<file path="config.mk">
export PLATFORM = sky130hd
export DESIGN_NAME = lldc_ctrl
export DESIGN_NICKNAME = d
export VERILOG_FILES = /design/src/rtl/core/lldc_pkg.sv /design/src/rtl/core/lldc_ctrl.sv
export SDC_FILE = /design/constraint.sdc
export NUM_CORES = 1
export LEC_CHECK = 0
export BUFFER_PORTS_ARGS = -buffer_cell sky130_fd_sc_hd__buf_2
export CORE_AREA = 5 5 42 44
export CTS_BUF_LIST = sky130_fd_sc_hd__clkbuf_4
export CTS_CLUSTER_SIZE = 14
export DETAILED_ROUTE_END_ITERATION = 10
export DIE_AREA = 0 0 47 49
export SETUP_SLACK_MARGIN = 0.2
export SYNTH_ARGS = -nofsm -noshare
export SYNTH_HDL_FRONTEND = slang
export SYNTH_SLANG_ARGS = --single-unit
</file>
<file path="constraint.sdc">
create_clock -name clk_i -period 1.75 [get_ports clk_i]
set_clock_uncertainty 0.1 [all_clocks]
set_input_delay 0.525 -clock clk_i [delete_from_list [all_inputs] [get_ports clk_i]]
set_output_delay 0.525 -clock clk_i [all_outputs]
set_load 0.02 [all_outputs]
</file>
<file path="src/rtl/core/lldc_pkg.sv">
// Package for the linked list deque with cursor.
// Operation and status codes, controller states and the command/status structs.
package lldc_pkg;

  typedef enum logic [2:0] {
    OP_PUSH_FRONT = 3'd0,
    OP_POP_FRONT  = 3'd1,
    OP_PUSH_BACK  = 3'd2,
    OP_POP_BACK   = 3'd3,
    OP_REWIND     = 3'd4,
    OP_NEXT       = 3'd5,
    OP_GET        = 3'd6,
    OP_REMOVE     = 3'd7
  } op_e;

  typedef enum logic [1:0] {
    ST_OK     = 2'd0,
    ST_EMPTY  = 2'd1,
    ST_FULL   = 2'd2,
    ST_CURSOR = 2'd3
  } status_e;

  typedef enum logic [2:0] {
    S_IDLE,
    S_READ1,
    S_WAIT1,
    S_READ2,
    S_WRITE,
    S_OUT
  } state_e;

  // Controller to datapath.
  typedef struct packed {
    logic start;  // latch operation and payload, run checks
    logic rd1;    // read links of the primary entry
    logic rd2;    // latch links of the primary entry
    logic commit; // do the memory writes and register updates
  } cmd_t;

  // Datapath to controller.
  typedef struct packed {
    logic fail;     // the operation ends without touching the list
    logic need_rd;  // the operation needs the links of an existing entry
  } sts_t;

endpackage

</file>
<file path="src/rtl/core/lldc_ctrl.sv">
// Controller state machine of the linked list deque.
// Depends on lldc_pkg.
module lldc_ctrl (
  input  logic              clk_i,
  input  logic              rst_ni,
  input  logic              in_valid_i,
  output logic              in_stall_o,
  output logic              out_valid_o,
  input  logic              out_stall_i,
  input  lldc_pkg::sts_t    sts_i,
  output lldc_pkg::cmd_t    cmd_o
);

  lldc_pkg::state_e state_q, state_d;

  always_ff @(posedge clk_i or negedge rst_ni) begin
    if (!rst_ni) begin
      state_q <= lldc_pkg::S_IDLE;
    end else begin
      state_q <= state_d;
    end
  end

  always_comb begin
    state_d     = state_q;
    cmd_o       = '0;
    in_stall_o  = 1'b1;
    out_valid_o = 1'b0;
    unique case (state_q)
      lldc_pkg::S_IDLE: begin
        in_stall_o = 1'b0;
        if (in_valid_i) begin
          cmd_o.start = 1'b1;
          state_d     = lldc_pkg::S_READ1;
        end
      end
      lldc_pkg::S_READ1: begin
        if (sts_i.fail) begin
          state_d = lldc_pkg::S_OUT;
        end else if (sts_i.need_rd) begin
          cmd_o.rd1 = 1'b1;
          state_d   = lldc_pkg::S_WAIT1;
        end else begin
          state_d = lldc_pkg::S_WRITE;
        end
      end
      lldc_pkg::S_WAIT1: begin
        state_d = lldc_pkg::S_READ2;
      end
      lldc_pkg::S_READ2: begin
        cmd_o.rd2 = 1'b1;
        state_d   = lldc_pkg::S_WRITE;
      end
      lldc_pkg::S_WRITE: begin
        cmd_o.commit = 1'b1;
        state_d      = lldc_pkg::S_OUT;
      end
      lldc_pkg::S_OUT: begin
        out_valid_o = 1'b1;
        if (!out_stall_i) begin
          state_d = lldc_pkg::S_IDLE;
        end
      end
      default: state_d = lldc_pkg::S_IDLE;
    endcase
  end

endmodule

</file>
==> metrics.txt <==
clk_lat worst skew=about 0.24 ns; Clock Sinks=3; Max-Cap Viols=0; Port Buf Inserts=11; Adder-Cell Fraction of Synth Area=0%; Max Fclk=about 530 MHz; crit path max fanout=3; area share of the largest cell type after synthesis=a little under two fifths; num ports=12; Least-Margin Pin Slew=between 0.2 and 0.25 ns; Worst Path Required=1.12 ns; Pre-antenna DRT Iters=3; crit path launch type=flip-flop; largest family of logic cells by synthesized area=simple AND/OR/NAND/NOR gates; final instance area=approximately 460 µm²; setup violators final=5; post-synthesis simple-gate area fraction=between 30% and 40%; Post-Syn Instances=22; Setup crit end kind=output port; Largest regs=state_q: 3 flops; overall global routing resource usage=~7%; DIE WIDTH=about 47 µm; CP arrival=about 1.3 ns; via count=around 260; die area=approximately 2300 µm²; Largest Register=state_q; Syn Std Cell Area=a little over 200 µm²; Synth area leader=dfrtp_1; fin nets=53; die height=49 µm; CTS Buffer Depth=2; Synth warnings=0; GRT overflow=0; vias in the first global route=roughly 250; synth top area cells=dfrtp_1 37%, or2b_1 7.5%, inv_1 5.6%; DRT antenna net count=0; RD Place Congestion=0.7647; CTS Buf Count=3; DRC violations left=0; Net Count, Synth=28; WL per Instance=between 10 and 15 µm; ratio of final minimum period to clock period=107.7%; RSZ-0062 raised after global routing=true; relative slew slack=83.56%; Routed WL=around 700 µm; Setup TNS=-0.3655 ns; flops & latches, synth=3; syn_area_per_cell=roughly 9.2 µm²; Inserted Diodes=0; Starting Density=around 14%; final hold violation count=0; status=finished with violations; violation count after the first detailed-routing iteration=4; sequential share of the synthesized area=roughly 37%; Final HPWL DP=between 400 and 500 µm; core area=about 1400 µm²; clk root buf=clkbuf_4; Peak VDD IR=~0.58 mV; FP Rows=14; count of cell types in the netlist=15; CP Class=flip-flop to output port; FF+latch area=roughly 76 µm²; Area after DPL=about 320 µm²; compound-cell area share of the yosys netlist=15.53%; hold_ws=~0.50 ns; area occupied by multi-input gates=around 150 µm²; failing checks=negative setup slack; Leak Pwr=approximately 0.21 nW; final core occ=around a third; initial antenna violation count=0; mux contribution to synthesized area=5.590%; layout cells sized above 1=roughly 70%; xor/xnor cell area share of the yosys netlist=0%; H-tree Lvls=1; clock slew at reported path FFs=0.04 ns; global-route wire length before repair=1.028 mm; Hold Crit Class=input pin to flip-flop; Final WS setup=-0.1347 ns; Pwr Density=between 1500 and 2000 nW/µm²; CTS tree=done; largest net degree at the start of global routing=8; Layout area overhead=130.4%; post-DR vias/cell=between 4 and 5; Filler cells=167; max reg flops=3; Max Slew Vio Count=0; Tmin final=~1.9 ns
[layer usage]
metal	share of wire, %	vias up	global-route usage (%)
met3	10	2	5.535
met1	39	116	7.522
li1	-	128	-
met2	48	13	8.371
met4	3.0	0	5.530
met5	0	-	0
[cells in the mapped netlist]
cell type	count
nor3b_1	1
o21ai_0	1
o22ai_1	1
nor2_1	2
and3_1	1
nor2b_1	1
mux2_1	1
o221a_1	1
nor3_1	2
dfrtp_1	3
or3b_1	1
or2b_1	2
inv_1	3
o32ai_1	1
or3_4	1
[final timing paths]
| check | from | cells past startpoint | end | slack (ns) |
|---|---|---|---|---|
| worst max register to register | state_q[0]$_DFFE_PN0P_ | 5 | state_q[1]$_DFFE_PN0P_ | 0.39 |
| max in group asynchronous | rst_ni | 2 | state_q[2]$_DFFE_PN0P_ | 0.92 |
| worst min-delay path | in_valid_i | 2 | state_q[0]$_DFFE_PN0P_ | 0.50 |
| worst max-delay path | state_q[0]$_DFFE_PN0P_ | 3 | cmd_o[3] | -0.13 |
| min in group asynchronous | rst_ni | 2 | state_q[0]$_DFFE_PN0P_ | 0.51 |
| worst min register to register | state_q[2]$_DFFE_PN0P_ | 2 | state_q[1]$_DFFE_PN0P_ | 0.52 |
[cells by family after synthesis]
logic type / after synthesis
DFF: 3
AOI/OAI and AO/OA: 4
muxes: 1
and+or+nand+nor: 11
buffers and inverters: 3
[critical path: stages (launching register included)]
cell     delay [ns]
dfrtp_1        0.39
or3_4          0.43
nor2_4         0.09
buf_6          0.12
[repair_timing]
action	CTS	global route
hold endpoints to repair	3	0
resized for setup	13	6
pin swaps	3	2
buffers inserted	4	1
endpoints found under the setup margin	6	6
hold buffers	1	0
[layout by cell type (no fill, tap or decap)]
cell type      netlist  final
o221a_1              1      1
or3_4                1      1
o22ai_1              1      1
nor3_2               0      1
buf_2                0      4
inv_2                0      1
buf_4                0      7
nor3_4               0      1
dlygate4sd3_1        0      1
dfrtp_1              3      2
nor2b_1              1      1
o32ai_1              1      1
or3b_4               0      1
nor3b_1              1      1
inv_1                3      2
buf_6                0      8
clkbuf_4             0      4
dfrtp_2              0      1
or2b_1               2      2
o21ai_0              1      1
mux2_1               1      1
and3_4               0      1
nor2_4               0      2
[layout make-up]
class | count | area share, %
timing repair buffer | 20 | 37.20
multi-input combinational | 16 | 33.15
sequential | 3 | 16.44
clock buffer | 4 | 6.469
tap | 16 | 4.313
inverter | 3 | 2.426
[power breakdown]
group	internal (mW)	switching, mW
combinational	0.291	0.240
sequential	0.102	0.0349
clock	0.101	0.0387
total	0.495	0.314
[metrics by stage]
stage | instances | total power, mW | setup WS (ns)
2_1_floorplan | 22 | 0.3547 | 0.05585
3_3_place_gp | 52 | 0.4644 | -0.1589
3_5_place_dp | 52 | 0.4681 | -0.1602
4_1_cts | 61 | 0.7475 | -0.1295
5_1_grt | 62 | 0.8558 | -0.1766
6_report | 62 | 0.8085 | -0.1347
Note: power is estimated with default switching activity, not from simulation.
